--- src/design/itt_pkg.sv ---
// shared types, constants and helper functions of the text tokenizer
package itt_pkg;

   // default sizes
   localparam int KEYWORD_MAX_LEN_DEF     = 8;
   localparam int FRACTION_DIGITS_MAX_DEF = 18;
   localparam int POSITION_WIDTH_DEF      = 32;
   localparam int QUEUE_DEPTH             = 4;
   localparam int KW_TEXT_BYTES           = 8;
   localparam int NUM_KW                  = 69;
   localparam int RUN_SLOTS               = 3;

   // token kinds
   localparam logic [6:0] KIND_EOF      = 7'd0;
   localparam logic [6:0] KIND_ILLEGAL  = 7'd1;
   localparam logic [6:0] KIND_IDENT    = 7'd2;
   localparam logic [6:0] KIND_GLOBAL   = 7'd3;
   localparam logic [6:0] KIND_LOCAL    = 7'd4;
   localparam logic [6:0] KIND_LABEL    = 7'd5;
   localparam logic [6:0] KIND_INT      = 7'd6;
   localparam logic [6:0] KIND_FLOAT    = 7'd7;
   localparam logic [6:0] KIND_STRING   = 7'd8;
   localparam logic [6:0] KIND_EQUAL    = 7'd9;
   localparam logic [6:0] KIND_COMMA    = 7'd10;
   localparam logic [6:0] KIND_COLON    = 7'd11;
   localparam logic [6:0] KIND_LBRACE   = 7'd12;
   localparam logic [6:0] KIND_RBRACE   = 7'd13;
   localparam logic [6:0] KIND_LBRACKET = 7'd14;
   localparam logic [6:0] KIND_RBRACKET = 7'd15;
   localparam logic [6:0] KIND_LPAREN   = 7'd16;
   localparam logic [6:0] KIND_RPAREN   = 7'd17;
   localparam logic [6:0] KIND_LANGLE   = 7'd18;
   localparam logic [6:0] KIND_RANGLE   = 7'd19;
   localparam logic [6:0] KIND_ELLIPSIS = 7'd20;
   localparam logic [6:0] KIND_KW_BASE  = 7'd21;

   // character codes
   localparam logic [7:0] CH_NUL      = 8'h00;
   localparam logic [7:0] CH_TAB      = 8'h09;
   localparam logic [7:0] CH_LF       = 8'h0A;
   localparam logic [7:0] CH_CR       = 8'h0D;
   localparam logic [7:0] CH_SPACE    = 8'h20;
   localparam logic [7:0] CH_QUOTE    = 8'h22;
   localparam logic [7:0] CH_DOLLAR   = 8'h24;
   localparam logic [7:0] CH_PERCENT  = 8'h25;
   localparam logic [7:0] CH_LPAREN   = 8'h28;
   localparam logic [7:0] CH_RPAREN   = 8'h29;
   localparam logic [7:0] CH_COMMA    = 8'h2C;
   localparam logic [7:0] CH_MINUS    = 8'h2D;
   localparam logic [7:0] CH_DOT      = 8'h2E;
   localparam logic [7:0] CH_ZERO     = 8'h30;
   localparam logic [7:0] CH_NINE     = 8'h39;
   localparam logic [7:0] CH_COLON    = 8'h3A;
   localparam logic [7:0] CH_SEMI     = 8'h3B;
   localparam logic [7:0] CH_LANGLE   = 8'h3C;
   localparam logic [7:0] CH_EQUAL    = 8'h3D;
   localparam logic [7:0] CH_RANGLE   = 8'h3E;
   localparam logic [7:0] CH_AT       = 8'h40;
   localparam logic [7:0] CH_LBRACKET = 8'h5B;
   localparam logic [7:0] CH_RBRACKET = 8'h5D;
   localparam logic [7:0] CH_UNDER    = 8'h5F;
   localparam logic [7:0] CH_LOWER_A  = 8'h61;
   localparam logic [7:0] CH_LOWER_Z  = 8'h7A;
   localparam logic [7:0] CH_LBRACE   = 8'h7B;
   localparam logic [7:0] CH_RBRACE   = 8'h7D;
   localparam logic [7:0] CASE_BIT    = 8'h20;

   // keyword spellings, right aligned, first letter highest
   localparam logic [63:0] KW_TEXT [NUM_KW] = '{
      "add", "alloca", "and", "ashr", "br", "bitcast", "call", "define",
      "default", "eq", "fadd", "fsub", "fmul", "fdiv", "fcmp", "false",
      "fptrunc", "fpext", "fptoui", "fptosi", "global", "gep", "icmp",
      "inbounds", "inttoptr", "load", "lshr", "module", "mul", "ne", "or",
      "oeq", "ogt", "oge", "olt", "ole", "one", "ord", "phi", "ptrtoint",
      "ret", "sub", "sdiv", "srem", "shl", "store", "switch", "sext",
      "sitofp", "sgt", "sge", "slt", "sle", "type", "trunc", "to", "true",
      "udiv", "urem", "uitofp", "ugt", "uge", "ult", "ule", "ueq", "une",
      "uno", "xor", "zext"
   };

   // one result token without its line
   typedef struct packed {
      logic [6:0]  token_kind;
      logic [63:0] int_magnitude;
      logic        minus_sign;
      logic [59:0] fraction_digits;
      logic [4:0]  fraction_count;
      logic [31:0] token_column;
      logic [31:0] text_start;
      logic [31:0] text_length;
   } token_type;

   // all tokens caused by one text byte
   typedef struct packed {
      logic [1:0]                 count;
      logic [31:0]                token_line;
      token_type [RUN_SLOTS-1:0]  tokens;
   } bundle_type;

   // queue status seen by both sides
   typedef struct packed {
      logic full;
      logic empty;
   } queue_stat_type;

   function automatic logic is_letter(input logic [7:0] c);
      logic [7:0] low;
      low = c | CASE_BIT;
      return (low >= CH_LOWER_A) && (low <= CH_LOWER_Z);
   endfunction

   function automatic logic is_digit(input logic [7:0] c);
      return (c >= CH_ZERO) && (c <= CH_NINE);
   endfunction

   function automatic logic is_name_start(input logic [7:0] c);
      return is_letter(c) || (c == CH_UNDER);
   endfunction

   function automatic logic is_name_byte(input logic [7:0] c);
      return is_name_start(c) || is_digit(c) || (c == CH_DOT);
   endfunction

   function automatic token_type simple_tok(input logic [6:0] kind,
                                            input logic [31:0] col);
      token_type t;
      t = '0;
      t.token_kind   = kind;
      t.token_column = col;
      return t;
   endfunction

   function automatic logic [6:0] punct_kind(input logic [7:0] c);
      logic [6:0] k;
      unique case (c)
         CH_EQUAL:    k = KIND_EQUAL;
         CH_COMMA:    k = KIND_COMMA;
         CH_COLON:    k = KIND_COLON;
         CH_LBRACE:   k = KIND_LBRACE;
         CH_RBRACE:   k = KIND_RBRACE;
         CH_LBRACKET: k = KIND_LBRACKET;
         CH_RBRACKET: k = KIND_RBRACKET;
         CH_LPAREN:   k = KIND_LPAREN;
         CH_RPAREN:   k = KIND_RPAREN;
         CH_LANGLE:   k = KIND_LANGLE;
         CH_RANGLE:   k = KIND_RANGLE;
         default:     k = KIND_ILLEGAL;
      endcase
      return k;
   endfunction

   function automatic int kw_len(input logic [63:0] s);
      int n;
      n = 0;
      for (int j = 0; j < KW_TEXT_BYTES; j++) begin
         if (s[8*j +: 8] != 8'h00) n++;
      end
      return n;
   endfunction

   // word holds the first name byte in its lowest byte
   function automatic logic [6:0] kw_lookup(input logic [63:0] word,
                                            input logic [3:0]  len);
      logic [6:0] kind;
      logic       hit;
      int         klen;
      kind = KIND_IDENT;
      for (int i = 0; i < NUM_KW; i++) begin
         klen = kw_len(KW_TEXT[i]);
         hit  = (len == 4'(klen));
         for (int j = 0; j < KW_TEXT_BYTES; j++) begin
            if (j < klen) begin
               if (word[8*j +: 8] != KW_TEXT[i][8*(klen-1-j) +: 8]) hit = 1'b0;
            end
         end
         if (hit) kind = 7'(KIND_KW_BASE + 7'(i));
      end
      return kind;
   endfunction

endpackage

--- src/design/itt_channels.sv ---
// valid/ready channel interfaces for text bytes and result tokens
interface itt_req_if;
   logic       valid;
   logic       ready;
   logic [7:0] text_byte;

   modport source (output valid, output text_byte, input ready);
   modport sink   (input valid, input text_byte, output ready);
endinterface

interface itt_rsp_if;
   logic        valid;
   logic        ready;
   logic [6:0]  token_kind;
   logic [63:0] int_magnitude;
   logic        minus_sign;
   logic [59:0] fraction_digits;
   logic [4:0]  fraction_count;
   logic [31:0] token_line;
   logic [31:0] token_column;
   logic [31:0] text_start;
   logic [31:0] text_length;
   logic        last_of_run;

   modport source (output valid, output token_kind, output int_magnitude,
                   output minus_sign, output fraction_digits, output fraction_count,
                   output token_line, output token_column, output text_start,
                   output text_length, output last_of_run, input ready);
   modport sink   (input valid, input token_kind, input int_magnitude,
                   input minus_sign, input fraction_digits, input fraction_count,
                   input token_line, input token_column, input text_start,
                   input text_length, input last_of_run, output ready);
endinterface

--- src/design/itt_front.sv ---
// scanner: classifies each byte, keeps scan state, builds token bundles
module itt_front #(
   parameter int KEYWORD_MAX_LEN     = 8,
   parameter int FRACTION_DIGITS_MAX = 18,
   parameter int POSITION_WIDTH      = 32
) (
   input  logic               clock,
   input  logic               reset,
   input  logic               accept,
   input  logic [7:0]         text_byte,
   output logic               push,
   output itt_pkg::bundle_type bundle
);
   import itt_pkg::*;

   localparam int PW  = POSITION_WIDTH;
   localparam int KIW = $clog2(KEYWORD_MAX_LEN);

   typedef enum logic [11:0] {
      MODE_IDLE    = 12'b0000_0000_0001,
      MODE_COMMENT = 12'b0000_0000_0010,
      MODE_DOTS    = 12'b0000_0000_0100,
      MODE_GLOBAL  = 12'b0000_0000_1000,
      MODE_LOCAL   = 12'b0000_0001_0000,
      MODE_LABEL   = 12'b0000_0010_0000,
      MODE_STRING  = 12'b0000_0100_0000,
      MODE_IDENT   = 12'b0000_1000_0000,
      MODE_MINUS   = 12'b0001_0000_0000,
      MODE_INT     = 12'b0010_0000_0000,
      MODE_INT_DOT = 12'b0100_0000_0000,
      MODE_FRAC    = 12'b1000_0000_0000
   } scan_mode_type;

   scan_mode_type mode_ff, mode_in;
   logic [PW-1:0] offset_ff, offset_in;
   logic [PW-1:0] line_ff, line_in;
   logic [PW-1:0] row_base_ff, row_base_in;
   logic [PW-1:0] tok_start_ff, tok_start_in;
   logic [PW-1:0] tok_col_ff, tok_col_in;
   logic [PW-1:0] name_len_ff, name_len_in;
   logic [63:0]   int_acc_ff, int_acc_in;
   logic [59:0]   frac_acc_ff, frac_acc_in;
   logic [4:0]    frac_cnt_ff, frac_cnt_in;
   logic          minus_ff, minus_in;
   logic [1:0]    dots_ff, dots_in;
   logic [7:0]    kw_buf_ff [KEYWORD_MAX_LEN];

   logic          kw_we;
   logic [KIW-1:0] kw_idx;
   logic [7:0]    c;
   logic [3:0]    digit;
   logic [PW-1:0] col_p;
   logic [63:0]   kw_word;
   logic [3:0]    kw_len_short;
   logic [6:0]    kw_kind;
   logic [6:0]    sigil_kind;
   token_type     pre0, pre1, idle_tok;
   logic [1:0]    n_pre;
   logic          idle_has, do_idle, eof;

   assign c     = text_byte;
   assign digit = 4'(c - CH_ZERO);
   assign col_p = offset_ff - row_base_ff + PW'(1);

   // keyword match on the first bytes of the name
   always_comb begin
      for (int j = 0; j < KW_TEXT_BYTES; j++) kw_word[8*j +: 8] = kw_buf_ff[j];
   end
   assign kw_len_short = (name_len_ff <= PW'(KW_TEXT_BYTES)) ? 4'(name_len_ff) : 4'd0;
   assign kw_kind      = kw_lookup(kw_word, kw_len_short);

   always_comb begin
      if (mode_ff == MODE_GLOBAL)      sigil_kind = KIND_GLOBAL;
      else if (mode_ff == MODE_LOCAL)  sigil_kind = KIND_LOCAL;
      else                             sigil_kind = KIND_LABEL;
   end

   // next scan state and tokens for this byte
   always_comb begin
      mode_in       = mode_ff;
      offset_in     = offset_ff + PW'(1);
      line_in       = line_ff;
      row_base_in   = row_base_ff;
      tok_start_in  = tok_start_ff;
      tok_col_in    = tok_col_ff;
      name_len_in   = name_len_ff;
      int_acc_in    = int_acc_ff;
      frac_acc_in   = frac_acc_ff;
      frac_cnt_in   = frac_cnt_ff;
      minus_in      = minus_ff;
      dots_in       = dots_ff;
      kw_we         = 1'b0;
      kw_idx        = KIW'(name_len_ff);
      pre0          = '0;
      pre1          = '0;
      n_pre         = 2'd0;
      idle_tok      = '0;
      idle_has      = 1'b0;
      do_idle       = 1'b0;
      eof           = 1'b0;

      unique case (mode_ff)
         MODE_COMMENT: begin
            if (c == CH_LF || c == CH_NUL) do_idle = 1'b1;
         end
         MODE_DOTS: begin
            if (c == CH_DOT) begin
               if (dots_ff < 2'd2) begin
                  dots_in = 2'd2;
               end else begin
                  dots_in = 2'd0;
                  mode_in = MODE_IDLE;
                  pre0    = simple_tok(KIND_ELLIPSIS, 32'(tok_col_ff));
                  n_pre   = 2'd1;
               end
            end else begin
               pre0  = simple_tok(KIND_ILLEGAL, 32'(tok_col_ff));
               pre1  = simple_tok(KIND_ILLEGAL, 32'(tok_col_ff + PW'(1)));
               n_pre = (dots_ff >= 2'd2) ? 2'd2 : 2'd1;
               dots_in = 2'd0;
               do_idle = 1'b1;
            end
         end
         MODE_GLOBAL, MODE_LOCAL, MODE_LABEL: begin
            if (is_name_byte(c)) begin
               if (name_len_ff != '1) name_len_in = name_len_ff + PW'(1);
            end else begin
               if (name_len_ff == '0) begin
                  pre0 = simple_tok(KIND_ILLEGAL, 32'(tok_col_ff));
               end else begin
                  pre0 = simple_tok(sigil_kind, 32'(tok_col_ff));
                  pre0.text_start  = 32'(tok_start_ff);
                  pre0.text_length = 32'(name_len_ff);
               end
               n_pre   = 2'd1;
               do_idle = 1'b1;
            end
         end
         MODE_STRING: begin
            if (c == CH_QUOTE) begin
               pre0 = simple_tok(KIND_STRING, 32'(tok_col_ff));
               pre0.text_start  = 32'(tok_start_ff);
               pre0.text_length = 32'(name_len_ff);
               n_pre   = 2'd1;
               mode_in = MODE_IDLE;
            end else if (c == CH_NUL) begin
               pre0    = simple_tok(KIND_ILLEGAL, 32'(tok_col_ff));
               n_pre   = 2'd1;
               do_idle = 1'b1;
            end else if (name_len_ff != '1) begin
               name_len_in = name_len_ff + PW'(1);
            end
         end
         MODE_IDENT: begin
            if (is_name_byte(c)) begin
               kw_we = (name_len_ff < PW'(KEYWORD_MAX_LEN));
               if (name_len_ff != '1) name_len_in = name_len_ff + PW'(1);
            end else begin
               pre0 = simple_tok(kw_kind, 32'(tok_col_ff));
               if (kw_kind == KIND_IDENT) begin
                  pre0.text_start  = 32'(tok_start_ff);
                  pre0.text_length = 32'(name_len_ff);
               end
               n_pre   = 2'd1;
               do_idle = 1'b1;
            end
         end
         MODE_MINUS: begin
            if (is_digit(c)) begin
               mode_in     = MODE_INT;
               int_acc_in  = 64'(digit);
               frac_acc_in = '0;
               frac_cnt_in = '0;
               minus_in    = 1'b1;
            end else begin
               pre0    = simple_tok(KIND_ILLEGAL, 32'(tok_col_ff));
               n_pre   = 2'd1;
               do_idle = 1'b1;
            end
         end
         MODE_INT: begin
            if (is_digit(c)) begin
               int_acc_in = (int_acc_ff << 3) + (int_acc_ff << 1) + 64'(digit);
            end else if (c == CH_DOT) begin
               mode_in = MODE_INT_DOT;
            end else begin
               if (is_name_start(c)) begin
                  pre0 = simple_tok(KIND_ILLEGAL, 32'(tok_col_ff));
               end else begin
                  pre0 = simple_tok(KIND_INT, 32'(tok_col_ff));
                  pre0.int_magnitude = int_acc_ff;
                  pre0.minus_sign    = minus_ff;
               end
               n_pre   = 2'd1;
               do_idle = 1'b1;
            end
         end
         MODE_INT_DOT: begin
            if (is_digit(c)) begin
               mode_in     = MODE_FRAC;
               frac_acc_in = 60'(digit);
               frac_cnt_in = 5'd1;
            end else begin
               // integer closes, the dot restarts as a dot run
               pre0 = simple_tok(KIND_INT, 32'(tok_col_ff));
               pre0.int_magnitude = int_acc_ff;
               pre0.minus_sign    = minus_ff;
               tok_col_in = offset_ff - row_base_ff;
               if (c == CH_DOT) begin
                  mode_in = MODE_DOTS;
                  dots_in = 2'd2;
                  n_pre   = 2'd1;
               end else begin
                  pre1    = simple_tok(KIND_ILLEGAL, 32'(offset_ff - row_base_ff));
                  n_pre   = 2'd2;
                  dots_in = 2'd0;
                  do_idle = 1'b1;
               end
            end
         end
         MODE_FRAC: begin
            if (is_digit(c)) begin
               if (frac_cnt_ff < 5'(FRACTION_DIGITS_MAX)) begin
                  frac_acc_in = (frac_acc_ff << 3) + (frac_acc_ff << 1) + 60'(digit);
                  frac_cnt_in = frac_cnt_ff + 5'd1;
               end
            end else begin
               if (is_name_start(c)) begin
                  pre0 = simple_tok(KIND_ILLEGAL, 32'(tok_col_ff));
               end else begin
                  pre0 = simple_tok(KIND_FLOAT, 32'(tok_col_ff));
                  pre0.int_magnitude   = int_acc_ff;
                  pre0.minus_sign      = minus_ff;
                  pre0.fraction_digits = frac_acc_ff;
                  pre0.fraction_count  = frac_cnt_ff;
               end
               n_pre   = 2'd1;
               do_idle = 1'b1;
            end
         end
         default: do_idle = 1'b1;
      endcase

      // fresh scan of the byte between tokens
      if (do_idle) begin
         mode_in    = MODE_IDLE;
         tok_col_in = col_p;
         unique case (c)
            CH_SPACE, CH_TAB, CH_CR: begin
            end
            CH_LF: begin
               line_in     = line_ff + PW'(1);
               row_base_in = offset_ff + PW'(1);
            end
            CH_SEMI: mode_in = MODE_COMMENT;
            CH_NUL: begin
               idle_tok = simple_tok(KIND_EOF, 32'(col_p));
               idle_has = 1'b1;
               eof      = 1'b1;
            end
            CH_EQUAL, CH_COMMA, CH_COLON, CH_LBRACE, CH_RBRACE, CH_LBRACKET,
            CH_RBRACKET, CH_LPAREN, CH_RPAREN, CH_LANGLE, CH_RANGLE: begin
               idle_tok = simple_tok(punct_kind(c), 32'(col_p));
               idle_has = 1'b1;
            end
            CH_DOT: begin
               mode_in = MODE_DOTS;
               dots_in = 2'd1;
            end
            CH_AT, CH_PERCENT, CH_DOLLAR, CH_QUOTE: begin
               if (c == CH_AT)           mode_in = MODE_GLOBAL;
               else if (c == CH_PERCENT) mode_in = MODE_LOCAL;
               else if (c == CH_DOLLAR)  mode_in = MODE_LABEL;
               else                      mode_in = MODE_STRING;
               tok_start_in = offset_ff + PW'(1);
               name_len_in  = '0;
            end
            CH_MINUS: mode_in = MODE_MINUS;
            default: begin
               if (is_name_start(c)) begin
                  mode_in      = MODE_IDENT;
                  tok_start_in = offset_ff;
                  kw_we        = 1'b1;
                  kw_idx       = '0;
                  name_len_in  = PW'(1);
               end else if (is_digit(c)) begin
                  mode_in     = MODE_INT;
                  int_acc_in  = 64'(digit);
                  frac_acc_in = '0;
                  frac_cnt_in = '0;
                  minus_in    = 1'b0;
               end else begin
                  idle_tok = simple_tok(KIND_ILLEGAL, 32'(col_p));
                  idle_has = 1'b1;
               end
            end
         endcase
      end

      // end of text returns the scanner to its reset state
      if (eof) begin
         mode_in       = MODE_IDLE;
         offset_in     = '0;
         line_in       = PW'(1);
         row_base_in   = '0;
         tok_start_in  = '0;
         tok_col_in    = PW'(1);
         name_len_in   = '0;
         int_acc_in    = '0;
         frac_acc_in   = '0;
         frac_cnt_in   = '0;
         minus_in      = 1'b0;
         dots_in       = 2'd0;
      end
   end

   // pack the run of tokens into one bundle
   always_comb begin
      bundle            = '0;
      bundle.token_line = 32'(line_ff);
      bundle.count      = n_pre + 2'(idle_has);
      bundle.tokens[0]  = pre0;
      bundle.tokens[1]  = pre1;
      case (n_pre)
         2'd0:    bundle.tokens[0] = idle_tok;
         2'd1:    bundle.tokens[1] = idle_tok;
         default: bundle.tokens[2] = idle_tok;
      endcase
   end

   assign push = accept && (bundle.count != 2'd0);

   // scan state registers
   always_ff @(posedge clock) begin
      if (reset) begin
         mode_ff       <= MODE_IDLE;
         offset_ff     <= '0;
         line_ff       <= PW'(1);
         row_base_ff   <= '0;
         tok_start_ff  <= '0;
         tok_col_ff    <= PW'(1);
         name_len_ff   <= '0;
         int_acc_ff    <= '0;
         frac_acc_ff   <= '0;
         frac_cnt_ff   <= '0;
         minus_ff      <= 1'b0;
         dots_ff       <= 2'd0;
      end else if (accept) begin
         mode_ff       <= mode_in;
         offset_ff     <= offset_in;
         line_ff       <= line_in;
         row_base_ff   <= row_base_in;
         tok_start_ff  <= tok_start_in;
         tok_col_ff    <= tok_col_in;
         name_len_ff   <= name_len_in;
         int_acc_ff    <= int_acc_in;
         frac_acc_ff   <= frac_acc_in;
         frac_cnt_ff   <= frac_cnt_in;
         minus_ff      <= minus_in;
         dots_ff       <= dots_in;
      end
   end

   // keyword buffer, only bytes below the name length are read
   always_ff @(posedge clock) begin
      if (accept && kw_we) kw_buf_ff[kw_idx] <= c;
   end

endmodule

--- src/design/itt_queue.sv ---
// short queue of token bundles between scanner and output stage
module itt_queue #(
   parameter int DEPTH = 4
) (
   input  logic                    clock,
   input  logic                    reset,
   input  logic                    push,
   input  itt_pkg::bundle_type     push_data,
   input  logic                    pop,
   output itt_pkg::bundle_type     head,
   output itt_pkg::queue_stat_type stat
);
   import itt_pkg::*;

   localparam int AW = (DEPTH > 1) ? $clog2(DEPTH) : 1;

   bundle_type     entry_ff [DEPTH];
   logic [AW-1:0]  wr_ptr_ff, wr_ptr_in;
   logic [AW-1:0]  rd_ptr_ff, rd_ptr_in;
   logic [AW:0]    fill_ff, fill_in;
   logic           do_push, do_pop;

   assign stat.full  = (fill_ff == (AW+1)'(DEPTH));
   assign stat.empty = (fill_ff == '0);
   assign do_push    = push && !stat.full;
   assign do_pop     = pop && !stat.empty;
   assign head       = entry_ff[rd_ptr_ff];

   // pointer and fill updates with wrap at the depth
   always_comb begin
      wr_ptr_in = wr_ptr_ff;
      rd_ptr_in = rd_ptr_ff;
      if (do_push) wr_ptr_in = (wr_ptr_ff == AW'(DEPTH-1)) ? '0 : wr_ptr_ff + AW'(1);
      if (do_pop)  rd_ptr_in = (rd_ptr_ff == AW'(DEPTH-1)) ? '0 : rd_ptr_ff + AW'(1);
      fill_in = fill_ff + (AW+1)'(do_push) - (AW+1)'(do_pop);
   end

   always_ff @(posedge clock) begin
      if (reset) begin
         wr_ptr_ff <= '0;
         rd_ptr_ff <= '0;
         fill_ff   <= '0;
      end else begin
         wr_ptr_ff <= wr_ptr_in;
         rd_ptr_ff <= rd_ptr_in;
         fill_ff   <= fill_in;
      end
   end

   always_ff @(posedge clock) begin
      if (do_push) entry_ff[wr_ptr_ff] <= push_data;
   end

endmodule

--- src/design/itt_back.sv ---
// output stage: walks each bundle and emits one token per transaction
module itt_back (
   input  logic                    clock,
   input  logic                    reset,
   input  itt_pkg::bundle_type     head,
   input  itt_pkg::queue_stat_type stat,
   output logic                    pop,
   itt_rsp_if.source               rsp_chan
);
   import itt_pkg::*;

   logic [1:0]  idx_ff, idx_in;
   logic        valid_ff, valid_in;
   token_type   tok_ff, tok_in;
   logic [31:0] line_ff, line_in;
   logic        last_ff, last_in;
   logic        load, last_slot;

   assign load      = !valid_ff || rsp_chan.ready;
   assign last_slot = (idx_ff == head.count - 2'd1);

   // pick the next token of the head bundle into the output register
   always_comb begin
      idx_in   = idx_ff;
      valid_in = valid_ff;
      tok_in   = tok_ff;
      line_in  = line_ff;
      last_in  = last_ff;
      pop      = 1'b0;
      if (load) begin
         valid_in = !stat.empty;
         if (!stat.empty) begin
            tok_in  = head.tokens[idx_ff];
            line_in = head.token_line;
            last_in = last_slot;
            pop     = last_slot;
            idx_in  = last_slot ? 2'd0 : idx_ff + 2'd1;
         end
      end
   end

   always_ff @(posedge clock) begin
      if (reset) begin
         idx_ff   <= 2'd0;
         valid_ff <= 1'b0;
      end else begin
         idx_ff   <= idx_in;
         valid_ff <= valid_in;
      end
   end

   always_ff @(posedge clock) begin
      tok_ff  <= tok_in;
      line_ff <= line_in;
      last_ff <= last_in;
   end

   assign rsp_chan.valid           = valid_ff;
   assign rsp_chan.token_kind      = tok_ff.token_kind;
   assign rsp_chan.int_magnitude   = tok_ff.int_magnitude;
   assign rsp_chan.minus_sign      = tok_ff.minus_sign;
   assign rsp_chan.fraction_digits = tok_ff.fraction_digits;
   assign rsp_chan.fraction_count  = tok_ff.fraction_count;
   assign rsp_chan.token_line      = line_ff;
   assign rsp_chan.token_column    = tok_ff.token_column;
   assign rsp_chan.text_start      = tok_ff.text_start;
   assign rsp_chan.text_length     = tok_ff.text_length;
   assign rsp_chan.last_of_run     = last_ff;

endmodule

--- src/design/ir_text_tokenizer.sv ---
// top level of the text tokenizer: scanner, bundle queue, output stage
// the bundle of an accepted byte is written into the queue; its first token then loads into the output register
// throughput: one byte per cycle while the queue has room; the tokens of one byte leave one at a time,
//    through the single output register that drains the bundle queue
// the scanner keeps taking bytes while the queue (4 bundles) has room
// reset is synchronous: scan state, queue and output valid clear; an end-of-text
//    byte returns the scan state to its reset values
module ir_text_tokenizer #(
   parameter int KEYWORD_MAX_LEN     = itt_pkg::KEYWORD_MAX_LEN_DEF,
   parameter int FRACTION_DIGITS_MAX = itt_pkg::FRACTION_DIGITS_MAX_DEF,
   parameter int POSITION_WIDTH      = itt_pkg::POSITION_WIDTH_DEF
) (
   input  logic       clock,
   input  logic       reset,
   itt_req_if.sink    req_chan,
   itt_rsp_if.source  rsp_chan
);
   import itt_pkg::*;

   logic           accept, push, pop;
   bundle_type     push_data, head;
   queue_stat_type stat;

   // a byte is taken whenever the queue can hold its bundle
   assign req_chan.ready = !stat.full;
   assign accept         = req_chan.valid && req_chan.ready;

   itt_front #(
      .KEYWORD_MAX_LEN     (KEYWORD_MAX_LEN),
      .FRACTION_DIGITS_MAX (FRACTION_DIGITS_MAX),
      .POSITION_WIDTH      (POSITION_WIDTH)
   ) u_front (
      .clock     (clock),
      .reset     (reset),
      .accept    (accept),
      .text_byte (req_chan.text_byte),
      .push      (push),
      .bundle    (push_data)
   );

   itt_queue #(
      .DEPTH (QUEUE_DEPTH)
   ) u_queue (
      .clock     (clock),
      .reset     (reset),
      .push      (push),
      .push_data (push_data),
      .pop       (pop),
      .head      (head),
      .stat      (stat)
   );

   itt_back u_back (
      .clock    (clock),
      .reset    (reset),
      .head     (head),
      .stat     (stat),
      .pop      (pop),
      .rsp_chan (rsp_chan)
   );

endmodule

--- src/flat_wrapper.sv ---
// flat-port wrapper written by rule: the top's interface ports become plain ports
module ir_text_tokenizer_flat import itt_pkg::*;
#(
   parameter int KEYWORD_MAX_LEN     = itt_pkg::KEYWORD_MAX_LEN_DEF,
   parameter int FRACTION_DIGITS_MAX = itt_pkg::FRACTION_DIGITS_MAX_DEF,
   parameter int POSITION_WIDTH      = itt_pkg::POSITION_WIDTH_DEF
)
  (clock, reset, req_chan_valid, req_chan_text_byte, req_chan_ready, rsp_chan_valid, rsp_chan_token_kind, rsp_chan_int_magnitude, rsp_chan_minus_sign, rsp_chan_fraction_digits, rsp_chan_fraction_count, rsp_chan_token_line, rsp_chan_token_column, rsp_chan_text_start, rsp_chan_text_length, rsp_chan_last_of_run, rsp_chan_ready);
  itt_req_if req_chan_i ();
  itt_rsp_if rsp_chan_i ();
  input  logic clock;
  input  logic reset;
  input wire logic [$bits(req_chan_i.valid)-1:0] req_chan_valid;
  input wire logic [$bits(req_chan_i.text_byte)-1:0] req_chan_text_byte;
  output wire logic [$bits(req_chan_i.ready)-1:0] req_chan_ready;
  output wire logic [$bits(rsp_chan_i.valid)-1:0] rsp_chan_valid;
  output wire logic [$bits(rsp_chan_i.token_kind)-1:0] rsp_chan_token_kind;
  output wire logic [$bits(rsp_chan_i.int_magnitude)-1:0] rsp_chan_int_magnitude;
  output wire logic [$bits(rsp_chan_i.minus_sign)-1:0] rsp_chan_minus_sign;
  output wire logic [$bits(rsp_chan_i.fraction_digits)-1:0] rsp_chan_fraction_digits;
  output wire logic [$bits(rsp_chan_i.fraction_count)-1:0] rsp_chan_fraction_count;
  output wire logic [$bits(rsp_chan_i.token_line)-1:0] rsp_chan_token_line;
  output wire logic [$bits(rsp_chan_i.token_column)-1:0] rsp_chan_token_column;
  output wire logic [$bits(rsp_chan_i.text_start)-1:0] rsp_chan_text_start;
  output wire logic [$bits(rsp_chan_i.text_length)-1:0] rsp_chan_text_length;
  output wire logic [$bits(rsp_chan_i.last_of_run)-1:0] rsp_chan_last_of_run;
  input wire logic [$bits(rsp_chan_i.ready)-1:0] rsp_chan_ready;
  assign req_chan_i.valid = req_chan_valid;
  assign req_chan_i.text_byte = req_chan_text_byte;
  assign req_chan_ready = req_chan_i.ready;
  assign rsp_chan_valid = rsp_chan_i.valid;
  assign rsp_chan_token_kind = rsp_chan_i.token_kind;
  assign rsp_chan_int_magnitude = rsp_chan_i.int_magnitude;
  assign rsp_chan_minus_sign = rsp_chan_i.minus_sign;
  assign rsp_chan_fraction_digits = rsp_chan_i.fraction_digits;
  assign rsp_chan_fraction_count = rsp_chan_i.fraction_count;
  assign rsp_chan_token_line = rsp_chan_i.token_line;
  assign rsp_chan_token_column = rsp_chan_i.token_column;
  assign rsp_chan_text_start = rsp_chan_i.text_start;
  assign rsp_chan_text_length = rsp_chan_i.text_length;
  assign rsp_chan_last_of_run = rsp_chan_i.last_of_run;
  assign rsp_chan_i.ready = rsp_chan_ready;
  ir_text_tokenizer #(.KEYWORD_MAX_LEN(KEYWORD_MAX_LEN), .FRACTION_DIGITS_MAX(FRACTION_DIGITS_MAX), .POSITION_WIDTH(POSITION_WIDTH)) u_core (.clock(clock), .reset(reset), .req_chan(req_chan_i), .rsp_chan(rsp_chan_i));
endmodule
--- config.mk ---
export PLATFORM = sky130hd
export DESIGN_NAME = ir_text_tokenizer_flat
export DESIGN_NICKNAME = d
export VERILOG_FILES = /design/src/design/itt_pkg.sv /design/src/design/itt_channels.sv /design/src/design/itt_front.sv /design/src/design/itt_queue.sv /design/src/design/itt_back.sv /design/src/design/ir_text_tokenizer.sv /design/src/flat_wrapper.sv
export SDC_FILE = /design/constraint.sdc
export NUM_CORES = 2
export LEC_CHECK = 0
export BUFFER_PORTS_ARGS = -buffer_cell sky130_fd_sc_hd__buf_2
export CAP_MARGIN = 20
export CORE_MARGIN = 3
export CORE_UTILIZATION = 50
export DETAILED_ROUTE_END_ITERATION = 10
export PLACE_DENSITY = 0.77
export SYNTH_ARGS = -nofsm -noshare
export SYNTH_HDL_FRONTEND = slang
export SYNTH_SLANG_ARGS = --single-unit
--- constraint.sdc ---
create_clock -name clock -period 45.3 [get_ports clock]
set_clock_uncertainty 0.1 [all_clocks]
set_input_delay 9.06 -clock clock [delete_from_list [all_inputs] [get_ports clock]]
set_output_delay 9.06 -clock clock [all_outputs]
set_load 0.05 [all_outputs]
== After elaboration in Yosys (flattened, before gate mapping) ==
Memory sizes are Yosys's and may differ from the RTL's. A register that Yosys moved wholly into a read port is not among the register bits.
Cells that the tools add are included.

* Flip-flop bits (word level): 612
* RAM bits: 2996
* Input port bits: 12
* Logic and storage cells: 723
* Memories kept: 2

{| class="wikitable"
|+ Memories
! memory !! words !! bits a word !! rd ports !! clocked after memory_dff !! wr ports !! RTL line !! source
|-
| u_core.u_queue.entry_ff || 4 || 733 || 1 || 1 || 1 || itt_queue.sv:17 || <nowiki>bundle_type entry_ff [DEPTH];</nowiki>
|-
| u_core.u_front.kw_buf_ff || 8 || 8 || 8 || 0 || 1 || itt_front.sv:46 || <nowiki>logic [7:0] kw_buf_ff [KEYWORD_MAX_LEN];</nowiki>
|}

* $add $sub $neg: 19
* Magnitude comparators: 10
* Equality and inequality tests: 153
* Multiplexer cells: 469
* Bitwise operators: 1
* Reductions and logical operators: 42

{| class="wikitable"
|+ Operator list
! operator !! count
|-
| $mux 233 || 14
|-
| $pmux 233 s8 || 1
|-
| $mux 227 || 5
|-
| $ne 8x7->1 const B || 96
|-
| $pmux 233 s3 || 1
|-
| $mux 229 || 3
|-
| $mux 32 || 21
|-
| $mux 60 || 9
|-
| $mux 64 || 8
|-
| $bmux 233 s2 || 1
|-
| $pmux 233 s2 || 1
|-
| $mux 231 || 2
|-
| $mux 1 || 274
|-
| $mux 7 || 28
|-
| $mux 6 || 32
|-
| $pmux 32 s2 || 3
|-
| $pmux 60 s3 || 1
|-
| $add 32x1->32 const B || 5
|-
| $mux 12 || 13
|-
| $pmux 64 s2 || 1
|-
| $pmux 12 s5 || 2
|-
| $eq 8x6->1 const B || 14
|-
| $mux 5 || 20
|-
| $add 64x4->64 || 1
|-
| other kinds (80) || 138
|}

== Logic depth before layout (Yosys ltp) ==
* Word-level depth: 82
* Gate-level depth with buffers: 26

== Modules after synthesis ==
Synthesis repeated with hierarchy kept, for this count alone.

* Cells, all modules: 9717
* Area, all modules: 155213.9 um^2

{| class="wikitable"
|+ Modules (own cells, without submodules)
! module !! instances !! cells each !! area each (um^2)
|-
| itt_queue || 1 || 3879 || 106084.2
|-
| itt_front || 1 || 4769 || 36130.9
|-
| itt_back || 1 || 1067 || 12988.7
|-
| ir_text_tokenizer || 1 || 2 || 10.0
|}

== Worst setup path after synthesis ==
OpenSTA, ideal clock, no wires.

* Kind: input port to flip-flop
* Start: in rsp_chan_ready
* End: reg u_core.u_queue.fill_ff[2]
* Arrival time: 24809 ps
* Data required time: 45072 ps
* Path slack: 20263 ps
* Cell stages on the path: 12
* Buffers on the path: 0
* Cell sequence: inv_1 > a21oi_1 > nand2_1 > inv_1 > ha_1 > inv_1 > ha_1 > inv_1 > fa_1 > xor2_1 > xnor2_1 > nor2_1

* Cells in the longest elaborated chain, start to end: 4

{| class="wikitable"
|+ Ends and longest elaborated chain
! what !! RTL line !! source
|-
| from (decl) || flat_wrapper.sv:27 || <nowiki>input wire logic [$bits(rsp_chan_i.ready)-1:0] rsp_chan_ready;</nowiki>
|-
| $logic_or 1x1->1 || itt_back.sv:19 || <nowiki>assign load = !valid_ff || rsp_chan.ready;</nowiki>
|-
| $mux 1 || itt_back.sv:30 || <nowiki>if (load) begin</nowiki>
|-
| $logic_and 1x1->1 || itt_queue.sv:26 || <nowiki>assign do_pop = pop && !stat.empty;</nowiki>
|-
| net u_core.u_queue.do_pop || itt_queue.sv:21 || <nowiki>logic do_push, do_pop;</nowiki>
|-
| $sub 3x1->3 || itt_queue.sv:35 || <nowiki>fill_in = fill_ff + (AW+1)'(do_push) - (AW+1)'(do_pop);</nowiki>
|-
| to (signal assigned) || itt_queue.sv:46 || <nowiki>fill_ff <= fill_in;</nowiki>
|-
| to (decl) || itt_queue.sv:20 || <nowiki>logic [AW:0] fill_ff, fill_in;</nowiki>
|}

The timed path passes the listed nets, and every way through them passes these cells.
A chain may end at the register's enable or synchronous reset.

==> impl_metrics.tcl <==
set metrics [dict create \
    area_growth_pct 11.42 \
    grt_max_degree 174 \
    start_util_pct 50.41 \
    htree_levels 4 \
    io_pins 280 \
    drt_first_pass_iters 6 \
    nNetsFinal 7330 \
    yosysWarnings 0 \
    synth_edf_count 1694 \
    insertion_delay_ps 890 \
    postPlaceCellArea_um2 96490 \
    synth_fp_nets 7126 \
    synth_top_area_share_pct 54.94 \
    end_kind "flop" \
    drt_iter0_drc 6195 \
    power_density_nw_per_um2 52.63 \
    grt.met3_usage_pct 3.430 \
    syn_avg_cell_area_um2 13.56 \
    setup_slack_ps 30550 \
    grt_pass1_vias 57240 \
    viasPerCell 6.045 \
    synth_area_leader_cell "edfxtp_1" \
    combinationalPowerShare_pct 24.9 \
    wl_per_cell_um 23.53 \
    cp_max_fo 142 \
    p_int_mw 3.648 \
    start_kind "input port" \
    hold_viol_final 0 \
    coreArea_um2 183700 \
    status "complete, no violations" \
    tns_ps 0 \
    grt_pass1_wl_um 348100 \
    ys_seq_elements 2041 \
    p_switching_mw 1.782 \
    dpl.hpwl_um 147400 \
    synthFlopType "edfxtp_1" \
    rsz0062_at_grt "false" \
    grt_overflow 0 \
    slew_headroom_pct 9.953 \
    critPathArrivalTime_ps 15100 \
    cts_buffer_depth 3 \
    top_usage_layer "met2" \
    irDropWorstVdd_mv 0.05184 \
    final_layout_size_suffix_gt1_share_pct 15.17 \
    cts_buffers 201 \
    cts_root_buf "clkbuf_16" \
    io_buffers 279 \
    vias 58460 \
    synthesis.area_um2 92590 \
    cts_resized 0 \
    finalCriticalPeriod_ps 14750 \
    die_area_um2 190400 \
    worst_pin_slew_ps 1351 \
    clock-sinks 2041 \
    ant_nets 0 \
    placementRows 157 \
    max_freq_mhz 67.82 \
    required_ps 45660 \
    fin_area_um2 103200 \
    route.detailed.drc 0 \
    holdBufCountCts 0 \
    netlist_instances 6826 \
    crit_type "in -> reg" \
    pre_cts_slack_ps 29750 \
    setup_violations 0 \
    hold_class "reg -> reg" \
    yosysSeqAreaShare_pct 62.44 \
    die_w_um 436.3 \
    switching_share_pct 32.82 \
    routed_wl_um 227500 \
    die_y_um 436.3 \
    place_congestion 0.9246 \
    use_met2_pct 38.51 \
    seq_power_share_pct 44.5 \
    min_period_over_period_pct 32.55 \
    grt_use_met1_pct 32.39 \
    maxCapViolCount 0 \
    post-route-util_pct 56.17 \
    synth.distinct_cells 107 \
    synthArstFlopShare_pct 0 \
    yosys-top-cells-area "edfxtp_1 (55%), mux4_2 (8.3%), dfxtp_1 (7.5%), ha_1 (3.8%), nor2_1 (2.0%)" \
    power_frac_clock_pct 30.6 \
    grt_antenna_before_repair 4 \
    power.leakage_nw 35.73 \
    cts_tree "built" \
    drv_slew 0 \
    post_cts_buffers 0 \
    grtUsageTotal_pct 23.50 \
    clk_pin_slew_ps 60 \
]
metrics by stage:
| step | total power, mW | std cells | hold slack [ps] |
|---|---|---|---|
| after detailed placement | 3.831 | 9289 | 348.5 |
| after floorplan | 3.566 | 6826 | 316.7 |
| after global routing | 5.635 | 9672 | 370.4 |
| final | 5.430 | 9672 | 353.5 |
| after global placement | 3.816 | 9288 | 332.5 |
| after CTS | 5.492 | 9669 | 355.9 |
layout make-up:
type / instances / area [um^2]
clock inverters: 110 / 1125
well taps: 2464 / 3083
diodes: 1 / 2.502
inverters: 110 / 412.9
clock buffers: 270 / 5528
flip-flops and latches: 2041 / 57820
repair buffers: 349 / 2079
fillers: 14250 / 80500
multi-input cells: 4327 / 33110
registers in the layout (all words and copies together) (netlist names), 32 cells and up, named ones only:
signal	count
u_core.u_front.int_acc_ff	64
u_core.u_back.rsp_chan.token_line	32
u_core.u_front.frac_acc_ff	60
u_core.u_back.rsp_chan.token_column	32
u_core.u_front.kw_buf_ff	64
u_core.u_back.rsp_chan.text_length	32
u_core.u_front.offset_ff	32
u_core.u_queue.entry_ff	1364
u_core.u_back.rsp_chan.text_start	32
u_core.u_front.row_base_ff	32
u_core.u_back.rsp_chan.int_magnitude	64
u_core.u_front.tok_start_ff	32
u_core.u_front.tok_col_ff	32
u_core.u_front.name_len_ff	32
u_core.u_front.line_ff	32
u_core.u_back.rsp_chan.fraction_digits	60
Yosys cell counts (43+ instances only):
cell type,count
nor2_1,500
nand4_1,76
a21o_1,69
ha_1,282
dfxtp_1,347
nand2_1,492
a22oi_1,112
buf_1,50
edfxtp_1,1694
nand3_1,161
a21oi_1,350
inv_1,110
nor4_1,43
nand2b_1,46
o21ai_0,282
xnor2_1,159
nor2b_1,294
and2_1,156
xor2_1,160
nor3_1,148
mux4_2,341
clkbuf_1,252
and3_1,65
power groups by stage:
stage	registers [mW]	clock network, mW	logic [mW]
after floorplan	3.02	0	0.550
after global placement	2.45	0	1.37
after detailed placement	2.45	0	1.38
after CTS	2.42	1.69	1.38
after global routing	2.44	1.77	1.43
final	2.42	1.66	1.35
worst max-delay path, cell delays in order:
cell and delay (ps):
buf_2 270, nor4_1 840, and3_2 480, buf_4 660, o21ai_1 380, o21ai_0 250
a211oi_4 40, buf_4 270, inv_1 140, ha_1 170, xnor2_1 240, nor2_1 90
nor2_1 420, and2_4 690, buf_12 460
layer usage:
metal	share of wire (%)	vias up
met5	0.0031	-
met4	3.3	2
met3	6.2	405
met2	49	2184
met1	42	29470
li1	-	26400
logic make-up (layout without fill, tap and decap cells):
group / count (synthesis) / after routing / synth area share, %
other: 0 / 1 / 0
adder cells (fa/ha/maj): 288 / 288 / 3.940
AO/OA/AOI/OAI: 1152 / 1152 / 7.727
XOR/XNOR: 322 / 322 / 3.070
AND/OR/NAND/NOR: 2181 / 2181 / 12.12
multiplexers: 384 / 384 / 8.761
buffers and inverters: 458 / 839 / 1.940
flip-flops: 2041 / 2041 / 62.44
cells in the final DEF, fill, tap and decap left out, types with 49 or more instances in the layout:
cell and n:
buf_2 278, o21ai_0 281, buf_4 57, nand2_1 492, ha_1 282, inv_1 110
dfxtp_1 344, mux4_2 341, xor2_1 160, nor2_1 497, clkbuf_1 49, a22oi_1 112
a21oi_1 348, clkbuf_16 205, nor2b_1 292, and3_1 64, nand4_1 76, a21o_1 69
xnor2_1 159, and2_1 151, edfxtp_1 1694, nand3_1 159, nor3_1 147
worst paths after layout:
kind	start	to	slack, ps	cells past startpoint
worst max register to register	u_core.u_front.mode_ff[2]	u_core.u_queue.entry_ff[2][199]	39130	14
worst min-delay path	u_core.u_front.row_base_ff[13]	u_core.u_front.row_base_ff[13]	350	2
worst max-delay path	req_chan_text_byte[4]	u_core.u_queue.entry_ff[2][199]	30550	15
worst min register to register	u_core.u_front.row_base_ff[13]	u_core.u_front.row_base_ff[13]	350	2
(Power assumes the default switching activity.)
